===== config.mk =====
export PLATFORM = sky130hd
export DESIGN_NAME = matrix_multiply_engine
export DESIGN_NICKNAME = d
export VERILOG_FILES = /design/src/design/mme_pkg.sv /design/src/design/matrix_multiply_engine.sv
export VERILOG_INCLUDE_DIRS = /design/src /design/src/design
export SDC_FILE = /design/constraint.sdc
export NUM_CORES = 2
export LEC_CHECK = 0
export BUFFER_PORTS_ARGS = -buffer_cell sky130_fd_sc_hd__buf_2
export CORE_MARGIN = 2
export CORE_UTILIZATION = 55
export CTS_BUF_LIST = sky130_fd_sc_hd__clkbuf_4 sky130_fd_sc_hd__clkbuf_8
export CTS_CLUSTER_DIAMETER = 60
export DETAILED_ROUTE_END_ITERATION = 10
export GPL_ROUTABILITY_DRIVEN = 0
export HOLD_SLACK_MARGIN = 0.15
export PLACE_DENSITY = 0.74
export SYNTH_ARGS = -nofsm -noshare
export SYNTH_HDL_FRONTEND = slang
export SYNTH_SLANG_ARGS = --single-unit

===== constraint.sdc =====
create_clock -name clk -period 6.1 [get_ports clk]
set_input_delay 1.22 -clock clk [delete_from_list [all_inputs] [get_ports clk]]
set_output_delay 1.22 -clock clk [all_outputs]
set_load 0.01 [all_outputs]

===== src/design/assert_macros.svh =====
// Assertion macros for the design files.
// No dependencies; included by modules that carry concurrent checks.
`ifndef ASSERT_MACROS_SVH
`define ASSERT_MACROS_SVH
`ifndef SYNTHESIS
// Clocked check, switched off while reset is asserted
`define ASSERT_CLK(label, prop, msg) \
    label: assert property (@(posedge clk) disable iff (!rst_n) prop) else $error(msg);
// Clocked check that also holds during reset
`define ASSERT_CLK_ALWAYS(label, prop, msg) \
    label: assert property (@(posedge clk) prop) else $error(msg);
`else
`define ASSERT_CLK(label, prop, msg)
`define ASSERT_CLK_ALWAYS(label, prop, msg)
`endif
`endif


===== src/design/mme_pkg.sv =====
// Types and constants for the matrix multiply engine.
// No dependencies; imported by matrix_multiply_engine.
package mme_pkg;

    localparam int IDX_W     = 3;
    localparam int VALUE_W   = 16;
    localparam int SUM_W     = 36;
    localparam int DIM_REG_W = 4;
    localparam int CFG_IDX_W = 2;

    // command codes
    localparam logic [1:0] OP_LOAD_A = 2'd0;
    localparam logic [1:0] OP_LOAD_B = 2'd1;
    localparam logic [1:0] OP_START  = 2'd2;

    // configuration register indexes
    localparam logic [CFG_IDX_W-1:0] CFG_A_ROWS    = 2'd0;
    localparam logic [CFG_IDX_W-1:0] CFG_INNER_DIM = 2'd1;
    localparam logic [CFG_IDX_W-1:0] CFG_B_COLS    = 2'd2;

    localparam logic [DIM_REG_W-1:0] DIM_RESET = 4'd8;

    typedef struct packed {
        logic [1:0]                op;
        logic [IDX_W-1:0]          row;
        logic [IDX_W-1:0]          col;
        logic signed [VALUE_W-1:0] value;
    } cmd_t;

    typedef struct packed {
        logic [IDX_W-1:0]        out_row;
        logic [IDX_W-1:0]        out_col;
        logic signed [SUM_W-1:0] cell_sum;
        logic                    last;
    } result_t;

    // per-term tag travelling alongside the read data
    typedef struct packed {
        logic             first;
        logic             last_term;
        logic             zero;
        logic             last_cell;
        logic [IDX_W-1:0] row;
        logic [IDX_W-1:0] col;
    } tag_t;

    typedef enum logic {
        ST_IDLE,
        ST_RUN
    } state_t;

endpackage


===== src/design/matrix_multiply_engine.sv =====
// Matrix multiply engine: A and B element stores, term sequencer and MAC.
// Depends on mme_pkg and assert_macros.svh.
//
// Load words (op load A / load B) are written into the element stores in the
// cycle they are taken and cause no result, so loads stream one a cycle while
// busy is low. A start word walks the result matrix in row-major order, reading
// one A and one B element per cycle from the two element stores and feeding one
// multiply-accumulate per cycle through the registered read, the product
// register and the accumulator, and busy stays high until the last term has
// been accumulated. Each cell appears on result for one cycle with
// result_strobe high; the receiver cannot stall, so results must be taken when
// shown.
// Dimensions above MAX_DIM act as MAX_DIM; a_rows or b_cols of zero give no
// result, inner_dim of zero gives cells of zero.
`include "assert_macros.svh"

module matrix_multiply_engine #(
    parameter int MAX_DIM    = 8,
    parameter int ELEM_WIDTH = 16
) (
    input  logic                                     clk,
    input  logic                                     rst_n,
    input  logic                                     start,
    output logic                                     busy,
    input  mme_pkg::cmd_t                            cmd,
    output logic                                     result_strobe,
    output mme_pkg::result_t                         result,
    input  logic                                     cfg_we,
    input  logic [mme_pkg::CFG_IDX_W-1:0]            cfg_index,
    input  logic [mme_pkg::DIM_REG_W-1:0]            cfg_data
);
    import mme_pkg::*;

    localparam int EW          = (ELEM_WIDTH < VALUE_W) ? ELEM_WIDTH : VALUE_W;
    localparam int PROD_W      = 2 * EW;
    localparam int STORE_DEPTH = MAX_DIM * MAX_DIM;
    localparam int ADDR_W      = (STORE_DEPTH > 1) ? $clog2(STORE_DEPTH) : 1;
    localparam int CNT_W       = (MAX_DIM > 1) ? $clog2(MAX_DIM) : 1;
    localparam logic [DIM_REG_W-1:0] MAX_DIM_L = DIM_REG_W'(MAX_DIM);

    function automatic logic [DIM_REG_W-1:0] clamp_dim(input logic [DIM_REG_W-1:0] d);
        return (d > MAX_DIM_L) ? MAX_DIM_L : d;
    endfunction

    // configuration registers
    logic [DIM_REG_W-1:0] a_rows_reg;
    logic [DIM_REG_W-1:0] inner_dim_reg;
    logic [DIM_REG_W-1:0] b_cols_reg;

    always_ff @(posedge clk or negedge rst_n)
    begin
        if (!rst_n)
        begin
            a_rows_reg    <= DIM_RESET;
            inner_dim_reg <= DIM_RESET;
            b_cols_reg    <= DIM_RESET;
        end
        else if (cfg_we)
        begin
            case (cfg_index)
                CFG_A_ROWS:    a_rows_reg    <= cfg_data;
                CFG_INNER_DIM: inner_dim_reg <= cfg_data;
                CFG_B_COLS:    b_cols_reg    <= cfg_data;
                default:       ;
            endcase
        end
    end

    // effective dimensions
    logic [DIM_REG_W-1:0] m_dim, n_dim, p_dim, n_eff;
    assign m_dim = clamp_dim(a_rows_reg);
    assign n_dim = clamp_dim(inner_dim_reg);
    assign p_dim = clamp_dim(b_cols_reg);
    assign n_eff = (n_dim == '0) ? DIM_REG_W'(1) : n_dim;

    // word acceptance and load decode
    logic accept;
    logic in_range;
    logic a_we, b_we;
    logic [ADDR_W-1:0] waddr;

    assign accept   = start && !busy;
    assign in_range = ({1'b0, cmd.row} < MAX_DIM_L) && ({1'b0, cmd.col} < MAX_DIM_L);
    assign a_we     = accept && (cmd.op == OP_LOAD_A) && in_range;
    assign b_we     = accept && (cmd.op == OP_LOAD_B) && in_range;
    assign waddr    = ADDR_W'(cmd.row * MAX_DIM + cmd.col);

    // sequencer
    state_t               state_reg, state_next;
    logic [CNT_W-1:0]     i_reg, i_next;
    logic [CNT_W-1:0]     j_reg, j_next;
    logic [CNT_W-1:0]     k_reg, k_next;
    logic [DIM_REG_W-1:0] k_wide;
    logic                 issue;
    logic                 k_end, j_end, i_end;
    tag_t                 issue_tag;
    logic [ADDR_W-1:0]    a_raddr, b_raddr;

    assign k_wide = {{(DIM_REG_W-CNT_W){1'b0}}, k_reg};
    assign k_end  = (k_wide == n_eff - DIM_REG_W'(1));
    assign j_end  = ({{(DIM_REG_W-CNT_W){1'b0}}, j_reg} == p_dim - DIM_REG_W'(1));
    assign i_end  = ({{(DIM_REG_W-CNT_W){1'b0}}, i_reg} == m_dim - DIM_REG_W'(1));

    assign a_raddr = ADDR_W'(i_reg * MAX_DIM + k_reg);
    assign b_raddr = ADDR_W'(k_reg * MAX_DIM + j_reg);

    always_ff @(posedge clk or negedge rst_n)
    begin
        if (!rst_n)
        begin
            state_reg <= ST_IDLE;
            i_reg     <= '0;
            j_reg     <= '0;
            k_reg     <= '0;
        end
        else
        begin
            state_reg <= state_next;
            i_reg     <= i_next;
            j_reg     <= j_next;
            k_reg     <= k_next;
        end
    end

    always_comb
    begin
        state_next = state_reg;
        i_next     = i_reg;
        j_next     = j_reg;
        k_next     = k_reg;
        issue      = 1'b0;
        case (state_reg)
            ST_IDLE:
            begin
                if (accept && (cmd.op == OP_START) && (m_dim != '0) && (p_dim != '0))
                begin
                    state_next = ST_RUN;
                    i_next     = '0;
                    j_next     = '0;
                    k_next     = '0;
                end
            end
            ST_RUN:
            begin
                issue = 1'b1;
                if (!k_end)
                begin
                    k_next = k_reg + CNT_W'(1);
                end
                else
                begin
                    k_next = '0;
                    if (!j_end)
                    begin
                        j_next = j_reg + CNT_W'(1);
                    end
                    else
                    begin
                        j_next = '0;
                        if (i_end)
                        begin
                            state_next = ST_IDLE;
                        end
                        else
                        begin
                            i_next = i_reg + CNT_W'(1);
                        end
                    end
                end
            end
            default:
            begin
                state_next = ST_IDLE;
            end
        endcase
    end

    always_comb
    begin
        issue_tag.first     = (k_reg == '0);
        issue_tag.last_term = k_end;
        issue_tag.zero      = (n_dim == '0);
        issue_tag.last_cell = i_end && j_end;
        issue_tag.row       = IDX_W'(i_reg);
        issue_tag.col       = IDX_W'(j_reg);
    end

    // element stores, registered read
    logic [EW-1:0] a_mem [STORE_DEPTH];
    logic [EW-1:0] b_mem [STORE_DEPTH];
    logic signed [EW-1:0] a_rdata_reg, b_rdata_reg;

    always_ff @(posedge clk)
    begin
        if (a_we)
        begin
            a_mem[waddr] <= cmd.value[EW-1:0];
        end
        a_rdata_reg <= a_mem[a_raddr];
    end

    always_ff @(posedge clk)
    begin
        if (b_we)
        begin
            b_mem[waddr] <= cmd.value[EW-1:0];
        end
        b_rdata_reg <= b_mem[b_raddr];
    end

    // pipeline control: read stage, product stage
    logic s1_valid_reg, s2_valid_reg;
    tag_t s1_tag_reg, s2_tag_reg;
    logic signed [PROD_W-1:0] prod_reg;

    always_ff @(posedge clk or negedge rst_n)
    begin
        if (!rst_n)
        begin
            s1_valid_reg <= 1'b0;
            s2_valid_reg <= 1'b0;
        end
        else
        begin
            s1_valid_reg <= issue;
            s2_valid_reg <= s1_valid_reg;
        end
    end

    // multiply
    always_ff @(posedge clk)
    begin
        s1_tag_reg <= issue_tag;
        s2_tag_reg <= s1_tag_reg;
        if (s1_tag_reg.zero)
        begin
            prod_reg <= '0;
        end
        else
        begin
            prod_reg <= PROD_W'(a_rdata_reg) * PROD_W'(b_rdata_reg);
        end
    end

    // accumulate and hand out the finished cell
    logic signed [SUM_W-1:0] acc_reg, acc_next;
    logic                    strobe_reg;
    result_t                 result_reg;

    assign acc_next = (s2_tag_reg.first ? SUM_W'(0) : acc_reg) + SUM_W'(prod_reg);

    always_ff @(posedge clk)
    begin
        if (s2_valid_reg)
        begin
            acc_reg <= acc_next;
        end
        if (s2_valid_reg && s2_tag_reg.last_term)
        begin
            result_reg.out_row  <= s2_tag_reg.row;
            result_reg.out_col  <= s2_tag_reg.col;
            result_reg.cell_sum <= acc_next;
            result_reg.last     <= s2_tag_reg.last_cell;
        end
    end

    always_ff @(posedge clk or negedge rst_n)
    begin
        if (!rst_n)
        begin
            strobe_reg <= 1'b0;
        end
        else
        begin
            strobe_reg <= s2_valid_reg && s2_tag_reg.last_term;
        end
    end

    assign busy          = (state_reg == ST_RUN) || s1_valid_reg || s2_valid_reg;
    assign result_strobe = strobe_reg;
    assign result        = result_reg;

    // checks
    `ASSERT_CLK(a_last_alone, result_strobe && result.last |=> !result_strobe, "result word after last cell")
    `ASSERT_CLK(a_no_load_busy, (a_we || b_we) |-> (state_reg == ST_IDLE) && !s1_valid_reg, "store written during a run")
    `ASSERT_CLK(a_k_range, (state_reg == ST_RUN) |-> (k_wide < n_eff), "inner index beyond dimension")
    `ASSERT_CLK(a_start_runs, accept && (cmd.op == OP_START) && (m_dim != '0) && (p_dim != '0) |=> busy, "start word did not begin a run")
    `ASSERT_CLK_ALWAYS(a_reset_quiet, !rst_n |-> !result_strobe, "result word during reset")

endmodule

==> flow_summary.json <==
{
  "status": "finished, final reports clean",
  "placementRows": 152,
  "slew_hr_pct": 21.2,
  "cts_max_level": 5,
  "remaining_drc_errors": 0,
  "design.die.area_mm2": 0.177,
  "net_total_in_the_final_layout": 5645,
  "ys_async_sr_fraction_pct": 1.12,
  "startpoint_type": "register",
  "clock_input_transition_at_the_sequential_cells_of_the_worst_setup_and_hold_paths_ns": 0.06,
  "end_kind": "register",
  "synth_warnings": 0,
  "report.final.hold_viol_count": 0,
  "hold-worst-slack_ns": 0.233,
  "avgSynthCellArea_um2": 20.1,
  "max_slew.worst_pin.slew_ns": 1.18,
  "grt_start_max_net_pins": 97,
  "finalClockSkew_ns": 0.0896,
  "ctsLongestPathBuffers": 4,
  "finalMaxSlewViolations": 0,
  "areaGrowthSynthToFinish_pct": 12.2,
  "netlist_area_mm2": 0.0954,
  "drt-pass1-iter-count": 7,
  "ys_seq_area_share_pct": 69.3,
  "synthesis.instances": 4746,
  "final.min_clock_period_ns": 5.91,
  "synth_nets": 5168,
  "route.antenna.remaining_nets": 0,
  "via_count": 47200,
  "cts_root_buffer": "sky130_fd_sc_hd__clkbuf_8",
  "area.sequential_mm2": 0.0662,
  "ys.flop_type": "sky130_fd_sc_hd__edfxtp_1",
  "required_time_of_the_worst_setup_path_ns": 6.97,
  "cts_tree": "yes",
  "synth_edf_count": 2127,
  "layout.core_utilization_pct": 62.3,
  "globalRouteOverflowTotal": 0,
  "crit_path_top_delay_cell": "sky130_fd_sc_hd__fa_1",
  "yosys_register_bits": 2235,
  "grt_first_pass_wirelength_mm": 321,
  "finalSetupViolCount": 0,
  "critical_path_type": "reg -> reg",
  "preCtsSetupSlack_ns": -0.0184,
  "core_mm2": 0.172,
  "timing.critical_path.mode_cell": "sky130_fd_sc_hd__fa_1",
  "viasPerCell": 6.05,
  "wl_per_cell_um": 27.9,
  "drt_iter0_drc": 5864,
  "endpoint_arrival_time_on_the_critical_path_ns": 6.77,
  "fp.dieW_um": 421,
  "multi_input_area_mm2": 0.0273,
  "cap_violations": 0,
  "grt_antenna_before_repair": 22,
  "timing.fmax_mhz": 169,
  "tritoncts_num_sinks": 2235,
  "num-fill-cells": 11700,
  "clock_latency_ns": 1.07,
  "dpl.hpwl_mm": 133,
  "tritoncts.num_buffers": 359,
  "drt_total_wl_mm": 218,
  "hold_path.class": "in -> async",
  "yosysUniqueCellTypes": 71,
  "effective_utilization_at_floorplan_pct": 55.5,
  "critical_path_peak_fanout": 9,
  "timing.critical_path.slowest_cell_delay_ns": 0.54,
  "io_buffers": 78,
  "finalWorstSetupSlack_ns": 0.192,
  "vias_in_the_first_global_route": 48000,
  "gr-usage-all-layers_pct": 25.2,
  "io-pin-count": 79,
  "cp_cell_instances": "and2_1 -> fa_1 -> inv_1 -> fa_1 -> fa_1 -> inv_1 -> fa_1 -> fa_1 -> inv_1 -> fa_1 -> inv_1 -> ha_1 -> nand3_2 -> nor2_2 -> a211oi_2 -> buf_4 -> o2111a_2 -> nor3b_2 -> o22ai_1 -> mux2_1",
  "finalCritPeriodShare_pct": 96.8,
  "die_height_um": 421,
  "drive_above_1_share_pct": 29.8
}
[synth_stat cells, types with 8 or more instances]
master                     number  area, um2
sky130_fd_sc_hd__a211oi_1      11       82.6
sky130_fd_sc_hd__a21o_1        24        180
sky130_fd_sc_hd__a21oi_1       42        210
sky130_fd_sc_hd__and2_1       124        776
sky130_fd_sc_hd__and3_1         8       50.1
sky130_fd_sc_hd__buf_1         22       82.6
sky130_fd_sc_hd__buf_2         51        255
sky130_fd_sc_hd__buf_4          8       60.1
sky130_fd_sc_hd__clkbuf_1     121        454
sky130_fd_sc_hd__dfrtp_1       22        551
sky130_fd_sc_hd__dfxtp_1       83       1660
sky130_fd_sc_hd__edfxtp_1    2127      63900
sky130_fd_sc_hd__fa_1         263       5270
sky130_fd_sc_hd__ha_1         125       1560
sky130_fd_sc_hd__inv_1        327       1230
sky130_fd_sc_hd__mux2_2        13        146
sky130_fd_sc_hd__mux4_2       667      15000
sky130_fd_sc_hd__nand2_1      175        657
sky130_fd_sc_hd__nand2b_1      15       93.8
sky130_fd_sc_hd__nand3_1       14       70.1
sky130_fd_sc_hd__nand3b_1       8       60.1
sky130_fd_sc_hd__nor2_1       201        754
sky130_fd_sc_hd__nor2b_1       53        332
sky130_fd_sc_hd__nor3_1        14       70.1
sky130_fd_sc_hd__o21a_1        19        143
sky130_fd_sc_hd__o21ai_0       18       90.1
sky130_fd_sc_hd__o21ai_1       22        110
sky130_fd_sc_hd__xnor2_1       49        429
sky130_fd_sc_hd__xor2_1        23        201
[area by class of cell]
cell class,instances,area share [%]
Tap cell,2310,2.70
Antenna cell,13,0.0304
Clock inverter,128,0.826
Clock buffer,493,5.61
Sequential cell,2235,61.9
Multi-Input combinational cell,1975,25.5
Inverter,330,1.16
Timing Repair Buffer,322,2.32
[cells in the final DEF, fill, tap and decap left out, types with 39 or more instances in the layout]
cell type / count
sky130_fd_sc_hd__and2_1: 123
sky130_fd_sc_hd__clkbuf_8: 369
sky130_fd_sc_hd__inv_1: 327
sky130_fd_sc_hd__nor2_1: 199
sky130_fd_sc_hd__edfxtp_1: 2127
sky130_fd_sc_hd__clkbuf_4: 124
sky130_fd_sc_hd__dfxtp_1: 58
sky130_fd_sc_hd__nand2_1: 174
sky130_fd_sc_hd__fa_1: 258
sky130_fd_sc_hd__xnor2_1: 49
sky130_fd_sc_hd__mux4_2: 667
sky130_fd_sc_hd__clkinv_1: 70
sky130_fd_sc_hd__buf_4: 239
sky130_fd_sc_hd__a21oi_1: 39
sky130_fd_sc_hd__ha_1: 120
sky130_fd_sc_hd__buf_2: 62
sky130_fd_sc_hd__nor2b_1: 53
[final timing paths]
path / startpoint / end / slack (ns) / cells past startpoint
setup / recovery: b_rdata_reg[2] / prod_reg[30] / 0.19 / 20
hold / removal: rst_n / s1_valid_reg / 0.23 / 1
min in group clk: s1_tag_reg[1] / s2_tag_reg[1] / 0.31 / 0
hold reg to reg: s1_tag_reg[1] / s2_tag_reg[1] / 0.31 / 0
max in group asynchronous: rst_n / k_reg[2] / 5.26 / 1
setup reg to reg: b_rdata_reg[2] / prod_reg[30] / 0.19 / 20
[layer usage]
metal / wire [um] / vias up / global-route usage [%] / part of all wire [%]
li1: - / 19700 / - / -
met1: 86400 / 24700 / 36.5 / 40
met2: 103000 / 2469 / 38.7 / 47
met3: 21800 / 388 / 5.66 / 10
met4: 6890 / 14 / 8.03 / 3.2
met5: 108 / - / 0 / 0.050
[cells by family after synthesis]
family,Yosys count,synth area share [%]
DFF,2235,69.3
muxes,688,16.1
and+or+nand+nor,634,3.16
buffers and inverters,536,2.25
adders and majority gates,388,7.16
AOI/OAI and AO/OA,193,1.39
xor gates and xnor gates,72,0.661
[what timing repair did]
item | 4_1_cts | 5_1_grt
gates resized for setup | 7 | 62
setup endpoints to repair | 2 | 8
pin swaps | 0 | 16
setup buffers | 0 | 1
hold buffers | 0 | 0
[through the flow]
step | TNS, ns | area (um2) | std cells
6_report | 0 | 107000 | 7806
5_1_grt | -0.0373 | 107000 | 7802
4_1_cts | 0 | 107000 | 7792
3_5_place_dp | -0.0215 | 99900 | 7171
3_3_place_gp | 0 | 99900 | 7171
2_1_floorplan | 0 | 95400 | 4746
[critical path, delay by kind of cell (launching register included)]
family	cells	cell delay, ns
adder cells (fa/ha/maj)	7	3.39
AND/OR/NAND/NOR	4	0.71
AO/OA/AOI/OAI	3	0.51
flip-flops	1	0.38
buffers and inverters	5	0.37
multiplexers	1	0.33
Power is not shown: default switching activity piles up to over one toggle a cycle in this logic, so the estimate is an artifact.
